File: src/csse_ram.sv
// ----------------------------------------------------------------------------
// csse_ram
// Generic single-write, single-read RAM with registered read data.
// ----------------------------------------------------------------------------
`default_nettype none

module csse_ram #(
  parameter int WIDTH = 32,
  parameter int DEPTH = 64
) (
  input  wire logic                     clk_i,
  input  wire logic                     we_i,
  input  wire logic [$clog2(DEPTH)-1:0] waddr_i,
  input  wire logic [WIDTH-1:0]         wdata_i,
  input  wire logic                     re_i,
  input  wire logic [$clog2(DEPTH)-1:0] raddr_i,
  output      logic [WIDTH-1:0]         rdata_o
);

  logic [WIDTH-1:0] mem_q [DEPTH];

  always_ff @(posedge clk_i) begin
    if (we_i) begin
      mem_q[waddr_i] <= wdata_i;
    end
    if (re_i) begin
      rdata_o <= mem_q[raddr_i];
    end
  end

endmodule

`default_nettype wire

File: config.mk
export PLATFORM = sky130hd
export DESIGN_NAME = csse_ram
export DESIGN_NICKNAME = d
export VERILOG_FILES = /design/src/csse_ram.sv
export SDC_FILE = /design/constraint.sdc
export NUM_CORES = 2
export LEC_CHECK = 0
export BUFFER_PORTS_ARGS = -buffer_cell sky130_fd_sc_hd__clkbuf_2
export CAP_MARGIN = 15
export CORE_ASPECT_RATIO = 0.8
export CORE_MARGIN = 1
export CORE_UTILIZATION = 60
export CTS_CLUSTER_SIZE = 14
export DETAILED_ROUTE_END_ITERATION = 10
export PLACE_DENSITY = 0.76
export SLEW_MARGIN = 0
export SYNTH_ARGS = -nofsm -noshare
export SYNTH_HDL_FRONTEND = slang
export SYNTH_SLANG_ARGS = --single-unit
export TNS_END_PERCENT = 100
File: constraint.sdc
create_clock -name clk_i -period 5.02 [get_ports clk_i]
set_input_delay 0.502 -clock clk_i [delete_from_list [all_inputs] [get_ports clk_i]]
set_output_delay 0.502 -clock clk_i [all_outputs]
set_load 0.05 [all_outputs]
== Yosys cells after proc, flatten, opt, wreduce, memory -nomap -nowiden ==
Memory sizes are Yosys's and may differ from the RTL's. A register that Yosys moved wholly into a read port is not among the register bits.
Cells that the tools add are included.

* Bits in writable memories: 2,048
* Register bits: 0
* Output and inout bits: 32
* Memories: 1

* Multiplexer cells: 2

{| class="wikitable"
|+ Memory list
! name !! depth !! width !! read ports !! clocked after Yosys merged registers in !! wr ports !! line !! text
|-
| mem_q || 64 || 32 || 1 || 1 || 1 || 20 || <nowiki>logic [WIDTH-1:0] mem_q [DEPTH];</nowiki>
|}

{| class="wikitable"
|+ Operator list
! operator !! number
|-
| $mux 1 || 2
|}

== Depth between registers and ports, before layout ==
* Depth in word-level cells: 2
* Mapped depth: 10

== Worst setup path after synthesis ==
OpenSTA, ideal clock, no wires.

* Path type: input to register
* Start point: in waddr_i[3]
* End point: mem mem_q[48][0], enable pin
* Path slack: 1.358 ns
* Arrival: 3.201 ns
* Data required time: 4.559 ns
* Stages on the path: 4
* Library setup time: 0.461 ns
* Path through: clkbuf_1 -> nor2b_1 -> nand4b_1 -> nor3_1

{| class="wikitable"
|+ RTL lines
! element !! line !! text
|-
| from (decl) || 13 || <nowiki>input wire logic [$clog2(DEPTH)-1:0] waddr_i,</nowiki>
|-
| to (decl) || 20 ||
|}

Straight into the memory's write port.

==> results.md <==
- The final number of hold-violating endpoints is 0.
- In the final layout, the multi-input gates occupy around 16000 µm².
- In this run the static leakage power is 27.4 nW.
- The first global-routing pass estimated 289 mm of wire.
- The final layout contains routed wiring with a total length of between 200 and 250 mm.
- The class of the tightest hold or removal check is in -> reg.
- After synthesis, the mean cell area works out to between 20 and 25 µm².
- Detailed placement finished with a half-perimeter wire length of between 100 and 150 mm.
- The number of synthesized register bits is 2080.
- The post-detailed-route via-to-cell ratio is 7.06.
- At the end of routability-driven placement, the weighted congestion stood at 0.824.
- The core box area is roughly 130000 µm².
- The number of buffers added for setup after CTS is 0.
- The die width is approximately 400 µm.
- The endpoint identified for the worst register-to-register timing path is rdata_o[22]$_DFFE_PP_.
- The number of flops mapped to enable cells by yosys is 2080.
- Entering global routing, the biggest net connects ~100 pins.
- The run finished with clean final reports.
- IR analysis of the VDD net gives a maximum drop of 0.000386 V.
- The destination of the worst hold path is mem_q[18][8]$_DFFE_PP_.
- In this run, the number of DRC markers left after iteration 0 of detailed routing was 6133.
- The number of global-route vias before repair is 38800.
- For this design, the sink count on the clock tree is 2080.
- Timing would allow up to between 0.3 and 0.4 GHz.
- Synthesis handed over a netlist of 3324 instances.
- For this run, the number of Yosys warnings is 0.
- The worst-case clock buffer depth is 3.
- The count of buffers from port buffering is 78.
- The ratio of cells with drive above 1 in the final layout is approximately 29%.
- STA classifies the critical path endpoint as a flip-flop.
- Ranked by total cell area, the synthesized netlist is headed by sky130_fd_sc_hd__edfxtp_1 79%, sky130_fd_sc_hd__mux4_2 16%, sky130_fd_sc_hd__mux2i_1 1.2%, sky130_fd_sc_hd__o22ai_1 0.67%, sky130_fd_sc_hd__nor2_1 0.65%.
- The count of distinct cell types in the synthesized netlist is 33.
- The clock-pin slew of the registers on the worst-case setup and hold paths is 60 ps.
- The most used flip-flop cell after synthesis is sky130_fd_sc_hd__edfxtp_1.
- The library cell occupying the most area in the post-synthesis netlist is sky130_fd_sc_hd__edfxtp_1.
- Relative to the synthesized area, the layout overhead comes to 11.8%.
- At the pin with the least slew margin, the transition time is 1280 ps.
- The mapped netlist covers roughly 79000 µm².
- The H-tree was split into 4 levels.
- The detail route stage leaves a number of antenna-violating nets equal to 0.
- At the end of the flow the core is filled with cells to 67.8%.
- The sequential cell area in the final layout is 62500 µm².
- The initial utilization of the core area, before any placement, comes to approximately three fifths.
- Counting instances, the worst hold path has a depth of 1.
- The data arrival time at the worst-slack endpoint is roughly 3900 ps.
- Setup violations remaining at the end of the flow were counted as 0.
- Of all nets on the critical path, the largest fanout is a little under 70.
- The pre-antenna-repair detailed-routing pass consisted of 6 iterations.
- The final-report max-slew violation count was 0.
- The number of antenna violations at the first check in global routing is 18.
- The tool flagged a number of max-cap violations equal to 0.
- The post-route clock period utilization is 64.9%.
- Summing the sequential cell areas from Yosys gives 79.2% of the chip area.
- The relative slew slack is 14.4%.
- Of all flip-flops after synthesis, the portion carrying an async set or reset was 0%.
- The flop-to-flop setup slack is 2530 ps.
- TritonCTS built the clock tree.
- The kind of critical path is in -> reg.
- In the routed design, unresolved DRC markers number 0.
- The power density normalized to cell area is 395 nW/µm².
- After global routing the overflow that remains totals 0.
- The die covers 133000 µm².
- The library cells used most frequently in the layout, excluding fill and tap cells, are 2080 x sky130_fd_sc_hd__edfxtp_1, 544 x sky130_fd_sc_hd__mux4_2, 191 x sky130_fd_sc_hd__clkbuf_16.
- Total power for the finished layout comes to between 0.03 and 0.04 W.
- The number of buffers created by CTS is between 150 and 200.
- The post-detailed-placement cell area is 82400 µm².
- The overall via count from detail_route is 38600.
- The shortest period the worst path allows is 3260 ps.
- In this run the biggest area consumer among cell types represents about 80% of the synthesized area.
- The most critical setup path has its startpoint at raddr_i[1].
- The endpoint required time on the critical path is approximately 5700 ps.
- Counting every net in the synthesized netlist gives between 3000 and 4000.
- The final clock skew is about 33 ps.
- The startpoint identified for the worst register-to-register timing path is mem_q[37][22]$_DFFE_PP_.
- For this design the top-level I/O count stands at 79.
- The depth of the worst register-to-register path is 5.
- Leaving out fill and tap cells, the most frequent cell in the layout is sky130_fd_sc_hd__edfxtp_1.
- The number of fill cells is 7583.
- Setup repair after global routing left no endpoint under its margin.
- The start point of the worst min-delay path is wdata_i[8].
- The accumulated negative setup slack is 0 ps.
- The aggregate global-route resource usage is 31.5%.
- The clock insertion delay at the later pin of the skew report is 830 ps.
- Row generation in the floorplan step produced 118 rows.
- The worst hold slack across all endpoints is around 160 ps.
- The total number of nets in the final design is 3615.
- After clock tree synthesis, the repair step resized 0 gates.
- Dividing the detail-routed wire length by the instance count gives approximately 38 µm.
- The startpoint type of the worst setup path is a primary input.
- Clock tree synthesis selected as its root buffer the cell sky130_fd_sc_hd__clkbuf_16.
- The final cell area excluding filler cells is 88100 µm².
- From bottom edge to top edge, the die measures 326 µm.
- The post-cts hold buffer count is 0.
worst max-delay path, cell delays in order:
cell	delay, ps
sky130_fd_sc_hd__buf_8	520
sky130_fd_sc_hd__buf_4	540
sky130_fd_sc_hd__buf_4	560
sky130_fd_sc_hd__mux4_2	320
sky130_fd_sc_hd__o22ai_1	80
sky130_fd_sc_hd__nor2_1	740
sky130_fd_sc_hd__a21oi_1	330
sky130_fd_sc_hd__nor2_1	190
report_power, final:
group	internal (W)	switching (W)
combinational	0.000643	0.00128
clock	0.00733	0.00623
sequential	0.0193	0.0000673
cell usage after synthesis, types with 4 or more instances:
cell type,instances
sky130_fd_sc_hd__edfxtp_1,2080
sky130_fd_sc_hd__mux4_2,544
sky130_fd_sc_hd__nor2_1,137
sky130_fd_sc_hd__mux2i_1,93
sky130_fd_sc_hd__o22ai_1,84
sky130_fd_sc_hd__clkbuf_1,74
sky130_fd_sc_hd__a21oi_1,62
sky130_fd_sc_hd__buf_2,57
sky130_fd_sc_hd__o221ai_1,27
sky130_fd_sc_hd__nand2_1,26
sky130_fd_sc_hd__buf_4,25
sky130_fd_sc_hd__buf_1,21
sky130_fd_sc_hd__nor2b_1,15
sky130_fd_sc_hd__a22oi_1,12
sky130_fd_sc_hd__a311oi_1,8
sky130_fd_sc_hd__nand2b_1,8
sky130_fd_sc_hd__nor3_1,7
sky130_fd_sc_hd__buf_6,5
sky130_fd_sc_hd__nand3_1,5
sky130_fd_sc_hd__nand3b_1,5
sky130_fd_sc_hd__a41o_1,4
sky130_fd_sc_hd__and3_1,4
sky130_fd_sc_hd__o32ai_1,4
stage by stage:
step | instances | setup slack, ps
CTS | 5452 | 1980
global placement | 5115 | 1160
finish | 5462 | 1760
detailed placement | 5116 | 1100
floorplan | 3324 | 1360
global route | 5457 | 1690
how the worst max path moves through the flow:
| stage | end | slack (ps) | depth (start not counted) |
|---|---|---|---|
| finish | rdata_o[7]$_DFFE_PP_ | 1760 | 8 |
| global route | rdata_o[7]$_DFFE_PP_ | 1690 | 8 |
| CTS | rdata_o[10]$_DFFE_PP_ | 1980 | 7 |
| detailed placement | rdata_o[10]$_DFFE_PP_ | 1100 | 7 |
| global placement | rdata_o[10]$_DFFE_PP_ | 1160 | 7 |
| floorplan | mem_q[48][0]$_DFFE_PP_ | 1360 | 4 |
sequential cells by signal, indices dropped and copies added (netlist names):
signal,count
mem_q,2048
rdata_o,32
kinds of logic (layout without fill, tap and decap cells):
logic type | count (synthesis) | count (layout) | share of synthesized area [%]
compound gates | 202 | 202 | 1.67
simple gates | 223 | 223 | 1.26
other cells | 0 | 7 | 0
flops | 2080 | 2080 | 79.2
buf+inv | 182 | 573 | 1.12
mux | 637 | 637 | 16.7
final cells by class:
class / count / area share, %
Sequential cell: 2080 / 70.9
Multi-Input combinational cell: 1062 / 18.1
Clock buffer: 236 / 5.62
Tap cell: 1740 / 2.47
Timing Repair Buffer: 237 / 2.05
Clock inverter: 100 / 0.836
Antenna cell: 7 / 0.0199
routing by layer:
metal  up-vias  track usage (%)  wire (µm)
met5         -                0         83
li1      14800                -          -
met4        12             11.3       7390
met2      3247             47.2      95000
met3       460             10.4      32700
met1     20100             44.1      71300
Power figures use the tool's default switching activity.
